File: src/rtl/c8sx_pkg.sv
`default_nettype none
package c8sx_pkg;

    localparam int ROUND_COUNT = 8;
    // one half quarter-round step per cycle: two steps per round
    localparam int HALF_STEPS  = 2 * ROUND_COUNT;
    localparam int STEP_W      = $clog2(HALF_STEPS);

    localparam int DATA_W    = 64;
    localparam int BYTES_W   = 4;
    localparam int CFG_IDX_W = 3;
    localparam int POS_W     = 3;

    typedef logic [31:0] t_word;

    // "expand 32-byte k"
    localparam t_word SIGMA0 = 32'h61707865;
    localparam t_word SIGMA1 = 32'h3320646e;
    localparam t_word SIGMA2 = 32'h79622d32;
    localparam t_word SIGMA3 = 32'h6b206574;

    localparam logic [CFG_IDX_W-1:0] CFG_KEY0  = 3'd0;
    localparam logic [CFG_IDX_W-1:0] CFG_KEY1  = 3'd1;
    localparam logic [CFG_IDX_W-1:0] CFG_KEY2  = 3'd2;
    localparam logic [CFG_IDX_W-1:0] CFG_KEY3  = 3'd3;
    localparam logic [CFG_IDX_W-1:0] CFG_NONCE = 3'd4;

    typedef struct packed {
        logic              cap_in;
        logic              load;
        logic              round;
        logic [STEP_W-1:0] step;
        logic              feed;
        logic              emit;
    } t_cmd;

    typedef struct packed {
        logic pos_zero;
    } t_stat;

    // keep low n bytes, n already clamped to 1..8
    function automatic logic [DATA_W-1:0] byte_mask(input logic [BYTES_W-1:0] n);
        logic [DATA_W-1:0] m;
        m = '0;
        for (int i = 0; i < 8; i++) begin
            if (BYTES_W'(i) < n) begin
                m[8*i +: 8] = 8'hff;
            end
        end
        return m;
    endfunction

    function automatic logic [BYTES_W-1:0] clamp_bytes(input logic [BYTES_W-1:0] n);
        logic [BYTES_W-1:0] r;
        r = n;
        if (n == '0) begin
            r = BYTES_W'(1);
        end else if (n > BYTES_W'(8)) begin
            r = BYTES_W'(8);
        end
        return r;
    endfunction

endpackage
`default_nettype wire

File: src/rtl/c8sx_ctrl.sv
`default_nettype none
module c8sx_ctrl import c8sx_pkg::*; (
    input  wire   i_clk,
    input  wire   i_rst_n,
    input  wire   i_in_valid,
    input  wire   i_out_stall,
    input  t_stat i_stat,
    output logic  o_in_stall,
    output logic  o_out_valid,
    output t_cmd  o_cmd
);

    typedef enum logic [1:0] {S_IDLE, S_ROUND, S_FEED, S_EMIT} t_state;

    t_state            r_state, n_state;
    logic [STEP_W-1:0] r_step, n_step;
    logic              r_in_full, n_in_full;
    logic              r_out_valid, n_out_valid;
    logic              out_free;

    always_comb begin
        out_free     = !r_out_valid || !i_out_stall;
        o_cmd        = '0;
        o_cmd.step   = r_step;
        o_cmd.cap_in = i_in_valid && !r_in_full;
        n_state      = r_state;
        n_step       = r_step;
        case (r_state)
            S_IDLE: begin
                if (r_in_full) begin
                    if (i_stat.pos_zero) begin
                        o_cmd.load = 1'b1;
                        n_step     = '0;
                        n_state    = S_ROUND;
                    end else if (out_free) begin
                        o_cmd.emit = 1'b1;
                    end
                end
            end
            S_ROUND: begin
                o_cmd.round = 1'b1;
                if (r_step == STEP_W'(HALF_STEPS - 1)) begin
                    n_state = S_FEED;
                end else begin
                    n_step = r_step + 1'b1;
                end
            end
            S_FEED: begin
                o_cmd.feed = 1'b1;
                n_state    = S_EMIT;
            end
            S_EMIT: begin
                if (out_free) begin
                    o_cmd.emit = 1'b1;
                    n_state    = S_IDLE;
                end
            end
            default: n_state = S_IDLE;
        endcase

        n_in_full = r_in_full;
        if (o_cmd.emit) begin
            n_in_full = 1'b0;
        end else if (o_cmd.cap_in) begin
            n_in_full = 1'b1;
        end

        n_out_valid = r_out_valid;
        if (o_cmd.emit) begin
            n_out_valid = 1'b1;
        end else if (r_out_valid && !i_out_stall) begin
            n_out_valid = 1'b0;
        end
    end

    always_ff @(posedge i_clk) begin
        if (!i_rst_n) begin
            r_state     <= S_IDLE;
            r_step      <= '0;
            r_in_full   <= 1'b0;
            r_out_valid <= 1'b0;
        end else begin
            r_state     <= n_state;
            r_step      <= n_step;
            r_in_full   <= n_in_full;
            r_out_valid <= n_out_valid;
        end
    end

    assign o_in_stall  = r_in_full;
    assign o_out_valid = r_out_valid;

endmodule
`default_nettype wire

File: config.mk
export PLATFORM = sky130hd
export DESIGN_NAME = c8sx_ctrl
export DESIGN_NICKNAME = d
export VERILOG_FILES = /design/src/rtl/c8sx_pkg.sv /design/src/rtl/c8sx_ctrl.sv
export SDC_FILE = /design/constraint.sdc
export NUM_CORES = 1
export LEC_CHECK = 0
export ABC_AREA = 0
export BUFFER_PORTS_ARGS = -buffer_cell sky130_fd_sc_hd__buf_2
export CAP_MARGIN = 0
export CORE_AREA = 4 4 41 43
export CTS_BUF_LIST = sky130_fd_sc_hd__clkbuf_4 sky130_fd_sc_hd__clkbuf_8 sky130_fd_sc_hd__clkbuf_16
export DETAILED_ROUTE_END_ITERATION = 8
export DIE_AREA = 0 0 45 47
export PLACE_DENSITY = 0.72
export SYNTH_ARGS = -nofsm -noshare
export SYNTH_HDL_FRONTEND = slang
export SYNTH_SLANG_ARGS = --single-unit
File: constraint.sdc
create_clock -name i_clk -period 1.4 [get_ports i_clk]
set_input_delay 0 -clock i_clk [delete_from_list [all_inputs] [get_ports i_clk]]
set_output_delay 0 -clock i_clk [all_outputs]
set_load 0.01 [all_outputs]
==> summary.md, run 1 <==
| Metric | Value |
|---|---|
| Status | `finished clean` |
| M1 WL | `550 um` |
| Clock root cell | `clkbuf_4` |
| Tightest Hold Check Type | `input pin to flop` |
| Row cnt | `13` |
| Type of origin of the critical path | `flop` |
| CTS max path bufs | `2` |
| Slew headroom | `between 80% and 90%` |
| Antenna-violating nets left | `0` |
| Top-area cell type share of the netlist area | `31.5%` |
| Net Count, Synth | `69` |
| Vias in the first global route | `473` |
| Area delta synth->final | `53.0%` |
| Skew-Pair Late Insertion Delay | `0.26 ns` |
| CTS sink cnt | `8` |
| Vias per cell | `5.12` |
| Peak Freq | `729 MHz` |
| H-tree depth | `1` |
| Post-DR wirelength/cell | `12.7 um` |
| MaxCap Viol Count | `0` |
| Critical Path AT | `1.56 ns` |
| Reg2reg end | `r_state[0]$_SDFFE_PN0P_` |
| Minimum clock period | `between 1 and 1.5 ns` |
| Gr ovfl total | `0` |
| Post-Route WL | `between 1 and 1.5 mm` |
| Worst EP required | `about 1.6 ns` |
| Yosys reg bits | `8` |
| Detail Placement HPWL | `approximately 900 um` |
| Worst R2R Path Depth | `5` |
| Share of cells above drive strength 1 | `51.2%` |
| Initial antenna violation count | `0` |
| WL met3 | `73 um` |
| CP Launch Point | `r_state[0]$_SDFFE_PN0P_` |
| DRC | `0` |
| Initial DRC count | `8` |
| Util after Layout | `between 50 and 60%` |
| Reg2Reg Setup Slack | `between 0.02 and 0.03 ns` |
| Largest net degree at the start of global routing | `14` |
| Post-DP Area | `668 um2` |
| Worst Tran Pin Value | `approximately 0.29 ns` |
| Final hold slack | `~0.08 ns` |
| Top sig layer | `met4` |
| Mapped Cells | `between 50 and 60` |
| Total Power | `roughly 1100 uW` |
| Top post-synthesis cells by area | `dfxtp_1, ha_1, mux2i_1` |
| ANT cells | `0` |
| CP Capture Type | `flop` |
| IO Port Bufs | `15` |
| DR pass1 iterations | `4` |
| Synth cell types | `23` |
| Leak Pwr | `0.000339 uW` |
| Post-synth top area cell | `dfxtp_1` |
| PwrDens | `between 1000 and 1500 mW/mm2` |
| Final setup fails | `0` |
| GRT Overall Usage | `a little over an eighth` |
| CTS buffer count | `3` |
| Final instance area | `777 um2` |
| RR Startpoint | `r_state[0]$_SDFFE_PN0P_` |
| Period utilization | `between 90% and 100%` |
| Die span in y | `around 47 um` |
| Die Wd | `45 um` |
| Post-layout nets | `99` |
| WS Path Type | `flop to flop` |
| Skew final | `0.000448 ns` |
| Via count | `517` |
| Unrepaired setup endpoints after global routing | `true` |
| Hold path start | `i_rst_n` |
| Global-route wire length before repair | `roughly 2.0 mm` |
| Max-slew violations | `0` |
| Core Area | `0.00130 mm2` |
| DR WL met2 | `643 um` |
| Critical-path maximum fanout | `3` |
| Final hold vios | `0` |
| Placer's final routability congestion estimate | `0.723` |
| DIE AREA | `0.00212 mm2` |
| I/O pins | `16` |
| TritonCTS clock tree | `done` |
| Syn. warnings | `0` |
| VDD IR-drop max | `0.000951 V` |
| Post-synthesis sequential area ratio | `31.5%` |
| Register clock-pin slew on the reported worst setup and hold paths | `approximately 0.060 ns` |
| WHS Endpoint | `o_out_valid$_SDFFE_PN0P_` |
| Min-Delay Path Depth | `2` |
| Initial core utilization | `39.0%` |
| Mean Syn Cell Area | `around 8.8 um2` |
| Post-Syn Area | `about 510 um2` |
-- routing by layer --
layer | GRT usage [%] | vias up
met3 | 4.60 | 2
met2 | 20.6 | 16
met5 | 0 | -
met1 | 15.8 | 235
li1 | - | 264
met4 | 7.02 | 0
-- what timing repair did --
action | CTS | global route
resized for setup | 4 | 15
setup buffers | 0 | 1
gates cloned | 0 | 0
hold buffers | 1 | 0
endpoints found under the hold margin | 1 | 0
pin swaps | 2 | 3
endpoints found under the setup margin | 4 | 8
-- synth_stat cells, drive strengths merged --
cell type	n
a21bo	1
a21oi	2
and2	2
dfxtp	8
mux2i	5
nor2b	1
nor2	1
a221oi	1
nand2	6
inv	6
a222oi	1
nand3b	2
ha	6
o211ai	2
a211oi	2
and4	1
nand3	4
o21a	1
buf	1
o21ai	3
nand2b	1
clkbuf	1
-- through the flow --
step,setup slack [ns],setup TNS (ns),cells
6_report,0.0278,0,101
3_5_place_dp,-0.00771,-0.00771,96
5_1_grt,-0.0456,-0.135,101
4_1_cts,-0.00607,-0.00607,100
2_1_floorplan,0.0161,0,58
3_3_place_gp,0.00665,0,96
-- flip-flops by register name, summed over array words and instances, names as in the netlist --
signal and cells:
r_step 4, r_state 2, o_in_stall 1, o_out_valid 1
-- worst max-delay path by stage --
stage                              endpoint  slack (ns)
floorplan           r_state[0]$_SDFFE_PN0P_        0.02
global placement    r_state[0]$_SDFFE_PN0P_       0.007
detailed placement   r_step[3]$_SDFFE_PN0P_      -0.008
CTS                                o_cmd[0]      -0.006
global route        r_state[0]$_SDFFE_PN0P_       -0.05
finish              r_state[0]$_SDFFE_PN0P_        0.03
-- layout make-up --
class                   instances  area [um2]
clock buffers                   3        22.5
fillers                       121         524
inverters                       6        27.5
multi-input cells              42         370
flip-flops and latches          8         166
well taps                      15        18.8
repair buffers                 27         171
-- cells by family after synthesis --
kind of cell | synth area share, %
compound gates | 18.0
fa+ha+maj | 14.8
buf+inv | 6.65
flops | 31.5
mux | 9.85
simple gates | 19.2
-- worst max-delay path: stages (launching register included) --
cell	delay (ns)
dfxtp_4	0.37
buf_6	0.12
ha_4	0.15
a222oi_1	0.32
buf_4	0.18
mux2i_1	0.16
-- report_power, final --
part / switching, uW / total [uW] / internal, uW
registers: 45.5 / 318 / 272
clock network: 85.6 / 184 / 98.6
logic: 279 / 609 / 330
total: 410 / 1110 / 701
-- cells in the final DEF, fill, tap and decap left out, types with 2 or more instances in the layout --
cell	netlist	layout
nand3b_1	2	2
o21ai_0	3	3
nand2_1	6	6
mux2i_1	5	5
buf_2	0	15
inv_4	0	2
clkbuf_4	0	3
inv_1	6	4
ha_1	6	2
buf_4	1	10
dfxtp_2	0	2
o211ai_1	2	2
dfxtp_1	8	5
ha_4	0	3
a211oi_2	0	2
nand3_1	4	4
No activity file was read; power rests on OpenSTA's default activity.
==> run 2: changes to the inputs <==
Settings changed: RECOVER_POWER set to 50.
==> run 2 against run 1 <==
  * Sequential power is essentially flat
  * Maximum frequency unchanged
  * Final cell count unchanged
  * Clock skew is essentially flat
  * First-iteration DRC count stayed put
  * Non-clock buffer count did not move
  * Flip-flop and latch count stayed put
  * Power fell by 0.17%
  * Critical endpoint unchanged
  * Worst setup slack did not move
  * Wire length rose by 0.16%
  * Via count shrank 0.39%
  * Combinational power hardly changed
==> summary.md, run 2 (same netlist as run 1, synthesis figures left out) <==
| Metric | Value |
|---|---|
| Gr ovfl total | `0 (unchanged)` |
| DRC | `0 (unchanged)` |
| Reg power frac | `28.6% (about the same)` |
| CTS sink cnt | `8 (unchanged)` |
| Psw | `410 uW (about the same)` |
| Critical-path maximum fanout | `3 (unchanged)` |
| Crit path capture | `r_state[0]$_SDFFE_PN0P_` |
| Max reg flops | `4 (unchanged)` |
| Worst R2R Path Depth | `5 (unchanged)` |
| Antenna-violating nets left | `0 (unchanged)` |
| DR pass1 iterations | `4 (unchanged)` |
| Initial core utilization | `39.0% (unchanged)` |
| Largest regs | `r_step: 4 flops, r_state: 2 flops` |
| IO Port Bufs | `15 (unchanged)` |
| Internal power | `699 uW (-0.31%)` |
| Via count | `515 (-0.39%)` |
| Type of origin of the critical path | `flop` |
| Core Area | `0.00130 mm2 (unchanged)` |
| Final hold vios | `0 (unchanged)` |
| CTS max path bufs | `2 (unchanged)` |
| ANT cells | `0 (unchanged)` |
| Clk pwr share | `16.6% (about the same)` |
| MaxCap Viol Count | `0 (unchanged)` |
| Skew final | `0.000448 ns (+0.000000722 ns)` |
| # fillers | `125 (+3.3%)` |
| CP Launch Point | `r_state[0]$_SDFFE_PN0P_` |
| Global-route wire length before repair | `1.96 mm (unchanged)` |
| RR Startpoint | `r_state[0]$_SDFFE_PN0P_` |
| VDD IR-drop max | `0.000950 V (-0.14%)` |
| Placer's final routability congestion estimate | `0.723 (unchanged)` |
| Post-layout nets | `99 (unchanged)` |
| Period utilization | `98.0% (unchanged)` |
| Initial antenna violation count | `0 (unchanged)` |
| Leak Pwr | `0.000321 uW (-5.3%)` |
| Detail Placement HPWL | `890 um (unchanged)` |
| Critical Path AT | `1.56 ns (about the same)` |
| DIE AREA | `0.00212 mm2 (unchanged)` |
| Reg2Reg Setup Slack | `0.03 ns (about the same)` |
| Initial DRC count | `8 (unchanged)` |
| Sw Ratio | `37.0% (+0.083 points)` |
| Worst EP required | `1.59 ns (about the same)` |
| Minimum clock period | `1.37 ns (unchanged)` |
| Post-Route WL | `1.29 mm (+0.16%)` |
| I/O pins | `16 (unchanged)` |
| Reg2reg end | `r_state[0]$_SDFFE_PN0P_` |
| H-tree depth | `1 (unchanged)` |
| Top reg by flops | `r_step` |
| Commonest non-fill, non-tap cells in the layout | `buf_2, buf_4, nand2_1, dfxtp_1, mux2i_1` |
| Gate power share | `54.8% (about the same)` |
| CP Capture Type | `flop` |
| Unrepaired setup endpoints after global routing | `true` |
| Row cnt | `13 (unchanged)` |
| Clock root cell | `clkbuf_4` |
| Register clock-pin slew on the reported worst setup and hold paths | `0.06 ns (about the same)` |
| Final setup fails | `0 (unchanged)` |
| Die Wd | `45 um (unchanged)` |
| Peak Freq | `729 MHz (unchanged)` |
| Share of cells above drive strength 1 | `45.3% (-5.8 points)` |
| Area delta synth->final | `51.2%` |
| TritonCTS clock tree | `done` |
| PwrDens | `1440 mW/mm2 (+0.96%)` |
| GRT Overall Usage | `13.1% (unchanged)` |
| Status | `finished clean` |
| CTS buffer count | `3 (unchanged)` |
| Worst Tran Pin Value | `0.288 ns (-0.000000834 ns)` |
| Post-DR wirelength/cell | `12.7 um (+0.16%)` |
| Slew headroom | `80.8% (unchanged)` |
| Most common cell after layout, fill and taps aside | `buf_2` |
| Vias per cell | `5.10 (-0.39%)` |
| Largest net degree at the start of global routing | `14 (unchanged)` |
| Final hold slack | `0.0801 ns (-0.000197 ns)` |
| Die span in y | `47 um (unchanged)` |
| WS Path Type | `flop to flop` |
| Util after Layout | `59.0% (-0.67 points)` |
| Vias in the first global route | `473 (unchanged)` |
| Max-slew violations | `0 (unchanged)` |
| Skew-Pair Late Insertion Delay | `0.26 ns (about the same)` |
| Tightest Hold Check Type | `input pin to flop` |
[run 2: metal layers]
metal | GRT usage (%) | wire (um) | up-vias
met3 | 4.60 | 68 | 2
li1 | - | - | 264
met5 | 0 | 0 | -
met2 | 20.6 | 643 | 16
met4 | 7.02 | 17 | 0
met1 | 15.8 | 557 | 233
[run 2: area by class of cell]
cell class / instances / area (um2) / share of cell area, %
inverters: 6 / 27.5 / 3.58
multi-input cells: 42 / 370 / 48.2
repair buffers: 27 / 164 / 21.3
flip-flops and latches: 8 / 165 / 21.5
well taps: 15 / 18.8 / 2.44
clock buffers: 3 / 22.5 / 2.93
[run 2: power by group through the flow]
stage	Combinational (uW)	Clock (uW)	Sequential [uW]
4_1_cts	523	191	289
3_3_place_gp	494	0	288
6_report	608	184	317
2_1_floorplan	276	0	301
3_5_place_dp	503	0	291
5_1_grt	666	212	323
[run 2: critical path, cell delays in order, from the launching register on]
cell	delay, ns
dfxtp_4	0.37
buf_6	0.12
ha_4	0.15
a222oi_1	0.32
buf_4	0.18
mux2i_1	0.16
[run 2: what timing repair did]
action	4_1_cts	5_1_grt
cloned	0	0
endpoints found under the setup margin	4	8
hold buffers	1	0
pin swaps	2	3
setup buffers	0	1
gates resized for setup	4	15
hold endpoints to repair	1	0
[run 2: per-stage QoR]
step	total power (uW)	setup slack [ns]	TNS, ns	cell area [um2]	instances
2_1_floorplan	577	0.0161	0	510	58
3_3_place_gp	782	0.00665	0	668	96
3_5_place_dp	794	-0.00771	-0.00771	668	96
4_1_cts	1000	-0.00607	-0.00607	712	100
5_1_grt	1200	-0.0456	-0.145	768	101
6_report	1110	0.0278	0	768	101
[run 2: worst min-delay path by stage]
| stage | slack [ns] | cells after the start | start | endpoint |
|---|---|---|---|---|
| 2_1_floorplan | 0.14 | 1 | i_in_valid | o_cmd[8] |
| 3_3_place_gp | 0.25 | 3 | i_in_valid | o_in_stall$_SDFFE_PP0P_ |
| 3_5_place_dp | 0.26 | 3 | i_in_valid | o_in_stall$_SDFFE_PP0P_ |
| 4_1_cts | 0.09 | 2 | i_rst_n | o_out_valid$_SDFFE_PN0P_ |
| 5_1_grt | 0.09 | 3 | i_out_stall | o_out_valid$_SDFFE_PN0P_ |
| 6_report | 0.08 | 2 | i_rst_n | o_out_valid$_SDFFE_PN0P_ |
==> run 3: changes to the inputs <==
Settings changed: CORE_AREA 4 4 41 43 to 3 3 40 42, DIE_AREA 0 0 45 47 to 0 0 43 45, GPL_TIMING_DRIVEN set to 0, PLACE_DENSITY 0.72 to 0.64.
==> run 3 against run 2 <==
  * The flow now finishes with violations (negative setup slack)
  * Flip-flop and latch count did not move
  * Critical path type is now flop to primary output
  * Sequential share of layout area rose by 2.1 points
  * Clock power rose by 3%
  * Highest routed layer unchanged
  * Sequential power rose by 1%
==> summary.md, run 3 (same netlist as run 1, synthesis figures left out) <==
| Metric | Value |
|---|---|
| Max reg flops | `4 (unchanged)` |
| Row cnt | `13 (unchanged)` |
| Die Wd | `43 um (-4.4%)` |
| Worst EP required | `1.40 ns (-0.19 ns)` |
| Top reg by flops | `r_step` |
| Peak Freq | `682 MHz (-6.5%)` |
| Minimum clock period | `1.47 ns (+0.0948 ns)` |
| PnR worst setup slack | `-0.0670 ns (-0.0948 ns)` |
| Post-layout nets | `94 (-5.1%)` |
| Leak Pwr | `0.000296 uW (-7.6%)` |
| Placed Instances | `88 (-8.3%)` |
| Critical Path AT | `1.47 ns (-0.09 ns)` |
| Core Area | `0.00128 mm2 (-1.3%)` |
| Most common cell after layout, fill and taps aside | `buf_2` |
| CP Capture Type | `primary output` |
| Vias per cell | `5.17 (+1.3%)` |
| Antenna-violating nets left | `0 (unchanged)` |
| Vias in the first global route | `410 (-13%)` |
| Post-DP Area | `604 um2 (-9.6%)` |
| Failing checks | `negative setup slack` |
| Largest net degree at the start of global routing | `11 (-3)` |
| Register clock-pin slew on the reported worst setup and hold paths | `0.06 ns (about the same)` |
| Post-Route WL | `1.17 mm (-9.3%)` |
| MaxCap Viol Count | `0 (unchanged)` |
| DIE AREA | `0.00194 mm2 (-8.5%)` |
| Initial antenna violation count | `0 (unchanged)` |
| WS Path Type | `flop to primary output` |
| Util after Layout | `55.3% (-3.7 points)` |
| CTS max path bufs | `2 (unchanged)` |
| DR pass1 iterations | `5 (+1)` |
| Final instance area | `711 um2 (-7.5%)` |
| Initial core utilization | `39.5% (+0.49 points)` |
| Slew headroom | `72.7% (-8.1 points)` |
| PwrDens | `1450 mW/mm2 (+0.14%)` |
| Final hold vios | `0 (unchanged)` |
| Post-DR wirelength/cell | `12.2 um (-4.5%)` |
| Initial DRC count | `14 (+6)` |
| Placer's final routability congestion estimate | `0.705 (-2.6%)` |
| Worst Tran Pin Value | `0.409 ns (+0.122 ns)` |
| Global-route wire length before repair | `1.74 mm (-11%)` |
| Unrepaired setup endpoints after global routing | `true` |
| Status | `finished with violations` |
| Share of cells above drive strength 1 | `39.5% (-5.8 points)` |
| CTS buffer count | `3 (unchanged)` |
| # fillers | `135 (+8.0%)` |
| Critical-path maximum fanout | `4 (+1)` |
| Skew-Pair Late Insertion Delay | `0.26 ns (about the same)` |
| IO Port Bufs | `15 (unchanged)` |
| Die span in y | `45 um (-4.3%)` |
| CTS sink cnt | `8 (unchanged)` |
| TritonCTS clock tree | `done` |
| Post-placement setup slack | `-0.135 ns (-0.127 ns)` |
| DRC | `0 (unchanged)` |
| Via count | `496 (-3.7%)` |
| Total Power | `1030 uW (-7.4%)` |
| Layout Cells excl Fill | `96 (-5.0%)` |
| Type of origin of the critical path | `flop` |
| Final setup fails | `2 (+2)` |
| Commonest non-fill, non-tap cells in the layout | `buf_2, nand2_1, dfxtp_1` |
| Max-slew violations | `0 (unchanged)` |
| Detail Placement HPWL | `764 um (-14%)` |
| I/O pins | `16 (unchanged)` |
| Clock root cell | `clkbuf_4` |
| Gr ovfl total | `0 (unchanged)` |
| Skew final | `0.000810 ns (+0.000362 ns)` |
| Area delta synth->final | `39.9%` |
| GRT Overall Usage | `12.6% (-0.50 points)` |
| ANT cells | `0 (unchanged)` |
| Tightest Hold Check Type | `input pin to flop` |
| VDD IR-drop max | `0.000784 V (-17%)` |
| Period utilization | `105% (+6.8 points)` |
| Largest regs | `r_step: 4 flops, r_state: 2 flops` |
| H-tree depth | `1 (unchanged)` |
## run 3: changes by cell type in the layout (fill, tap and decap cells not counted)
| cell | before | now |
|---|---|---|
| ha_2 | 1 | 2 |
| and4_1 | 0 | 1 |
| ha_1 | 2 | 3 |
| dfxtp_4 | 1 | 2 |
| buf_2 | 12 | 11 |
| dfxtp_2 | 1 | 0 |
| ha_4 | 3 | 1 |
| buf_4 | 9 | 5 |
| and4_4 | 1 | 0 |
## run 3: final timing paths
kind,from,endpoint,slack [ns],depth (start not counted)
setup / recovery,r_state[0]$_SDFFE_PN0P_,o_cmd[0],-0.07,6
hold / removal,i_rst_n,r_step[2]$_SDFFE_PN0P_,0.03,3
setup reg to reg,r_state[1]$_SDFFE_PN0P_,r_step[2]$_SDFFE_PN0P_,-0.01,5
hold reg to reg,r_step[1]$_SDFFE_PN0P_,r_step[1]$_SDFFE_PN0P_,0.50,2
## run 3: area by class of cell
class / instances / area, um2 / area share (%)
flip-flops and latches: 8 / 168 / 23.6
clock buffers: 3 / 22.5 / 3.17
multi-input cells: 42 / 345 / 48.6
inverters: 6 / 27.5 / 3.87
repair buffers: 20 / 118 / 16.5
well taps: 15 / 18.8 / 2.64
plain buffers: 2 / 11.3 / 1.58
## run 3: power by group
group / internal [uW] / leakage [uW] / switching [uW]
clock network: 99.0 / 0.0000138 / 91.4
registers: 273 / 0.0000665 / 47.7
logic: 269 / 0.000216 / 247
## run 3: worst max-delay path, cell delays in order (launching register included)
cell and delay (ns):
dfxtp_4 0.36, inv_4 0.08, ha_4 0.14, nand3b_1 0.11
a211oi_2 0.28, buf_4 0.15, buf_6 0.09
## run 3: what timing repair did
action / in CTS / in global routing
endpoints found under the hold margin: 1 / 0
endpoints found under the setup margin: 8 / 7
setup buffers: 2 / 2
hold buffers: 1 / 0
gates resized for setup: 9 / 8
pin swaps: 2 / 3
## run 3: stage by stage
step | TNS [ns] | hold slack [ns]
after global placement | -0.640 | 0.254
after CTS | -0.0385 | 0.0295
after global routing | -0.462 | 0.0633
after floorplan | 0 | 0.137
final | -0.0781 | 0.0307
after detailed placement | -0.707 | 0.255
## run 3: per-layer routing
layer	part of all wire [%]	wire (um)	track usage, %	up-vias
met1	47	547	14.9	228
met3	6.4	75	4.78	4
met5	0	0	0	-
met2	43	504	18.0	12
li1	-	-	-	252
met4	3.3	39	10.8	0
